--- src/rtl/ttl_pkg.sv ---
// ----------------------------------------------------------------------------
// ttl_pkg
// Shared types and codes for the aged, deduplicating message table.
// ----------------------------------------------------------------------------
package ttl_pkg;

  localparam int TableDepthDef = 16;
  localparam int MaxResults    = 16;
  localparam int QueueDepth    = 2;

  typedef enum logic [2:0] {
    FN_INSERT    = 3'd0,
    FN_INSERT_SN = 3'd1,
    FN_AGE       = 3'd2,
    FN_REMOVE    = 3'd3,
    FN_CLR_SEEN  = 3'd4,
    FN_LIST_ALL  = 3'd5,
    FN_LIST_UNSN = 3'd6,
    FN_COUNT     = 3'd7
  } func_t;

  typedef enum logic [2:0] {
    ST_NEW     = 3'd0,
    ST_DUP     = 3'd1,
    ST_FULL    = 3'd2,
    ST_LISTED  = 3'd3,
    ST_REMOVED = 3'd4,
    ST_NONE    = 3'd5,
    ST_COUNT   = 3'd6,
    ST_DONE    = 3'd7
  } status_t;

  // one queued request
  typedef struct packed {
    func_t       func;
    logic [31:0] src_ip;
    logic [7:0]  msg_id;
    logic [31:0] dst_ip;
    logic [7:0]  ttl;
    logic        seen_flag;
    logic [15:0] handle;
    logic [31:0] net_addr;
    logic [31:0] net_mask;
  } req_t;

  typedef enum logic [1:0] {
    BK_IDLE = 2'd0,
    BK_LIST = 2'd1
  } bk_state_t;

endpackage

--- src/rtl/ttl_front.sv ---
// ----------------------------------------------------------------------------
// ttl_front
// Accepts requests into a short queue and hands them to the back end.
// ----------------------------------------------------------------------------
module ttl_front
  import ttl_pkg::*;
(
  input  logic clk,
  input  logic rst,
  input  logic push,
  input  req_t push_req,
  output logic full,
  input  logic pop,
  output logic avail,
  output req_t head
);

  localparam int PtrW = $clog2(QueueDepth);

  req_t              q [QueueDepth];
  logic [PtrW-1:0]   rd_ptr;
  logic [PtrW-1:0]   wr_ptr;
  logic [PtrW:0]     fill;

  assign full  = (fill == (PtrW+1)'(QueueDepth));
  assign avail = (fill != '0);
  assign head  = q[rd_ptr];

  // queue storage
  always_ff @(posedge clk) begin
    if (push) q[wr_ptr] <= push_req;
  end

  // pointers and fill level
  always_ff @(posedge clk) begin
    if (rst) begin
      rd_ptr <= '0;
      wr_ptr <= '0;
      fill   <= '0;
    end else begin
      if (push) wr_ptr <= wr_ptr + 1'b1;
      if (pop)  rd_ptr <= rd_ptr + 1'b1;
      if (push && !pop)      fill <= fill + 1'b1;
      else if (!push && pop) fill <= fill - 1'b1;
    end
  end

endmodule

--- config.mk ---
export PLATFORM = sky130hd
export DESIGN_NAME = ttl_front
export DESIGN_NICKNAME = d
export VERILOG_FILES = /design/src/rtl/ttl_pkg.sv /design/src/rtl/ttl_front.sv
export SDC_FILE = /design/constraint.sdc
export NUM_CORES = 1
export LEC_CHECK = 0
export BUFFER_PORTS_ARGS = -buffer_cell sky130_fd_sc_hd__buf_4
export CAP_MARGIN = 30
export CORE_ASPECT_RATIO = 0.8
export CORE_MARGIN = 2
export CORE_UTILIZATION = 45
export DETAILED_ROUTE_END_ITERATION = 16
export HOLD_SLACK_MARGIN = 0.02
export PLACE_DENSITY = 0.81
export SYNTH_ARGS = -nofsm -noshare
export SYNTH_HDL_FRONTEND = slang
export SYNTH_SLANG_ARGS = --single-unit
--- constraint.sdc ---
create_clock -name clk -period 13.78 [get_ports clk]
set_input_delay 2.756 -clock clk [delete_from_list [all_inputs] [get_ports clk]]
set_output_delay 2.756 -clock clk [all_outputs]
set_load 0.03 [all_outputs]
# ---- Word level (Yosys, flattened, before mapping)
# Memory sizes are Yosys's and may differ from the RTL's. A register that Yosys moved wholly into a read port is not among the register bits.
# Index checks and enable logic that the tools add are counted.
dict set report word_totals {
  register_bits 4
  latchBits 0
  mem_bits_rw 328
  mem_bits_ro 0
  out_inout_bits 166
  mem_count 1
}
# name words word_bits read_ports rd_ports_with_merged_regs write_ports line
set memory_table {}
lappend memory_table {q 2 164 1 1 1 ttl_front.sv:20} ;# req_t q [QueueDepth];
dict set report op_classes {
  addsub 4
  multipliers 0
  div 0
  n_lt_le_gt_ge 0
  eq_ne 1
  n_shift 0
  mux 6
  n_bitwise 0
  reduce_logical 6
}
# cell count
set ops {}
lappend ops {{two-way mux 1 bit} 4}
lappend ops {{two-way mux 2 bit} 2}
lappend ops {{nonzero test 2 bit} 2}
lappend ops {{adder 1 bit (second input constant)} 2}
lappend ops {{adder 2 x 1 -> 2 bit (second input constant)} 1}
lappend ops {{== test 2 bit (second input constant)} 1}
lappend ops {{logical AND 1 bit} 2}
lappend ops {{logical NOT 1 bit} 2}
lappend ops {{subtractor 2 x 1 -> 2 bit (second input constant)} 1}

# ---- Longest topological paths before layout
dict set report logic_depth {
  word_depth 4
  mapped_depth 5
  depth_no_buf 5
}

# ---- Worst setup path after synthesis
# No wires, ideal clock.
dict set report synth_timing {
  kind {input port to flip-flop}
  startpoint {input port push}
  endpoint {memory q[0][0] (netlist bit) (enable)}
  arrival_ns 9.842
  path_slack_ns 3.228
  stages 1
  n_path_buf 0
  cell_sequence {nor2b_1}
}
dict set report synth_between {
  elab_chain_len 2
}
# element line
set synth_lines {}
lappend synth_lines {{from (decl)} ttl_front.sv:10} ;# input logic push,
lappend synth_lines {{two-way mux 1 bit} ttl_front.sv:31} ;# if (push) q[wr_ptr] <= push_req;
lappend synth_lines {{two-way mux 1 bit (not written as such)} ttl_front.sv:31}
lappend synth_lines {{to (decl)} ttl_front.sv:20}
# Every way passes these cells.

==> run summary <==
Post-synth EDFFs - 328
max-cap viol count - 0
syn_nets - 701
Setup TNS Final - 0 ns
status - finished clean
compound-gate portion of the synthesized area - 0.08266%
Final period util - 38.89%
initial cell density of the core - 45.88%
FILL cells - 1936
RSZ-0062 raised after global routing - no
Top Ports - 334
Nets - 1056
min cycle time layout - 5.359 ns
ys flop type - edfxtp_1
Synth-to-Final Area Change - 30.93%
sequential share of the synthesized area - 82.17%
adder-cell share of the synthesized area - 0.1033%
H-tree levels - 1
Clock Tree Root - clkbuf_16
cts hold-fix bufs - 0
Max Fclk - 186.6 MHz
VDD IR max - 0.1143 mV
clk_lat worst skew - 0.54 ns
Hold Path Class - reg -> reg
share of cells above drive strength 1 - 60.11%
mux contribution to synthesized area - 15.25%
Overall Global Routing Usage - 16.16%
Die W - 187.4 um
hold violation count in the final report - 0
Reg clk slew, reported paths - 0.06 ns
I/O Buffers - 333
DR WL/cell - 18.84 um
critical path required time - 11.02 ns
Critical Path AT - 2.60 ns
Die ar. - 0.02824 mm^2
drc violations - 0
most area-consuming cells after synthesis - edfxtp_1 81%, mux2_2 15%, buf_6 1.7%
initial drt markers - 317
Cell Area, Synth - 0.01211 mm^2
CP max stage delay - 0.75 ns
synth warn - 0
Yosys cell types - 16
most used cell, CP - buf_4
CTS buffer count - 31
hpwl dp - 15.69 mm
CTS sink cnt - 333
slowest CP cell - buf_4
Finished Layout Cells - 1267
Async SR Flop Fraction - 0%
FF+latch count, synth - 333
crit path buf inv count - 2
1st-pass router iterations - 4
CTS max path bufs - 3
ANT cells - 0
gpl congestion - 0.7569
PD cells - 148.3 mW/mm^2
Final Max Tran Viols - 0
Final setup viols - 0
worst slack, placed - 8.926 ns
largest family of logic cells by synthesized area - multiplexers
via count - 6152
Synth Area in Simple Gates - 0.4030%
largest fanout on the critical path - 68
TritonCTS clock tree - done
vias in the first global route - 6332
Worst-Margin Slew - 0.8958 ns
Final WS setup - 8.421 ns
largest net degree at the start of global routing - 69
worst-case clock skew - 0.007166 ns
top cells by count, synth - 328 x edfxtp_1, 164 x mux2_2, 18 x buf_6
via/cell ratio - 4.856
Post-Syn Instances - 532
cts repair resizes - 0
count leader, synth - edfxtp_1
WHS - 0.5141 ns
critical path type - reg -> out
die height - 150.7 um
grt total ovfl - 0
relative slew slack - 40.28%
Std-Cell Rows - 53
CP Cell Sequence - buf_4, mux2_2, buf_4
antenna violations before repair - 0
first-pass GRT wire length - 35.18 mm
critical path endpoint category - primary output
post-CTS setup buffer count - 0
Leak - 5.883 nW
Post-Synth XOR/XNOR Area - 0.2893%
top-area cell type share of the netlist area - 81.34%
startpoint types - flip-flop
final core occ - 60.07%
drt total wl - 23.87 mm
ANT nets after route - 0
core area - 0.02639 mm^2
placed insts - 1211
crit-path leading delay family - buffers and inverters
area leader, netlist - edfxtp_1
Post-Syn Area per Cell - 22.76 um^2
cell usage in the layout (no fill, tap or decap), types with 2 or more instances in the layout:
master,netlist,layout
buf_4,0,340
edfxtp_1,328,328
mux2_2,164,164
clkbuf_16,0,31
clkinv_1,0,12
clkbuf_1,0,6
nor2_1,4,4
dfxtp_1,5,4
clkinv_2,0,3
xor2_1,2,2
xnor2_1,2,2
bufinv_16,0,2
metal layers:
layer  vias to the layer above  wire (um)  GRT usage (%)
li1                       2824          -              -
met1                      3039       9256          19.55
met2                       248      11940          27.81
met3                        41       2096          5.594
met4                         0        570          4.528
met5                         -          0              0
per-stage QoR:
step	area, um^2	power (W)
2_1_floorplan	12110	0.001454
3_3_place_gp	14920	0.001582
3_5_place_dp	14920	0.001589
4_1_cts	15850	0.002377
5_1_grt	15850	0.002434
6_report	15850	0.002352
where the power goes:
part | internal [W] | switching (W)
registers | 0.00118 | 0.0000168
clock network | 0.000446 | 0.000341
logic | 0.000153 | 0.000212
path summary, 6_finish.rpt:
check | start | endpoint | slack [ns] | cells past startpoint
worst max-delay path | flip-flop | head[109] | 8.42 | 3
worst min-delay path | rd_ptr | rd_ptr | 0.51 | 2
worst max register to register | wr_ptr | q[1][124] | 11.54 | 2
worst min register to register | rd_ptr | rd_ptr | 0.51 | 2
area by class of cell:
class | instances | area [um^2] | share of cell area, %
Clock buffer | 37 | 798.3 | 5.035
Multi-Input combinational cell | 180 | 1963 | 12.38
Clock inverter | 19 | 136.4 | 0.8602
Tap cell | 357 | 446.7 | 2.817
Inverter | 1 | 3.754 | 0.02368
Timing Repair Buffer | 340 | 2552 | 16.10
Sequential cell | 333 | 9953 | 62.78
flip-flops by register name, summed over array words and instances (netlist names), named ones only:
signal  count
q         328
wr_ptr      1
rd_ptr      1
fill        2
worst register-to-register path, cell delays in order (launching register included):
cell and delay [ns]:
dfxtp_1 0.40, and2_4 0.64, buf_4 0.79
kinds of logic after synthesis:
family	count (synthesis)
AO/OA/AOI/OAI	2
XOR/XNOR	4
adder cells (fa/ha/maj)	1
buffers and inverters	19
flip-flops	333
multiplexers	164
AND/OR/NAND/NOR	9
Power figures use the tool's default switching activity.
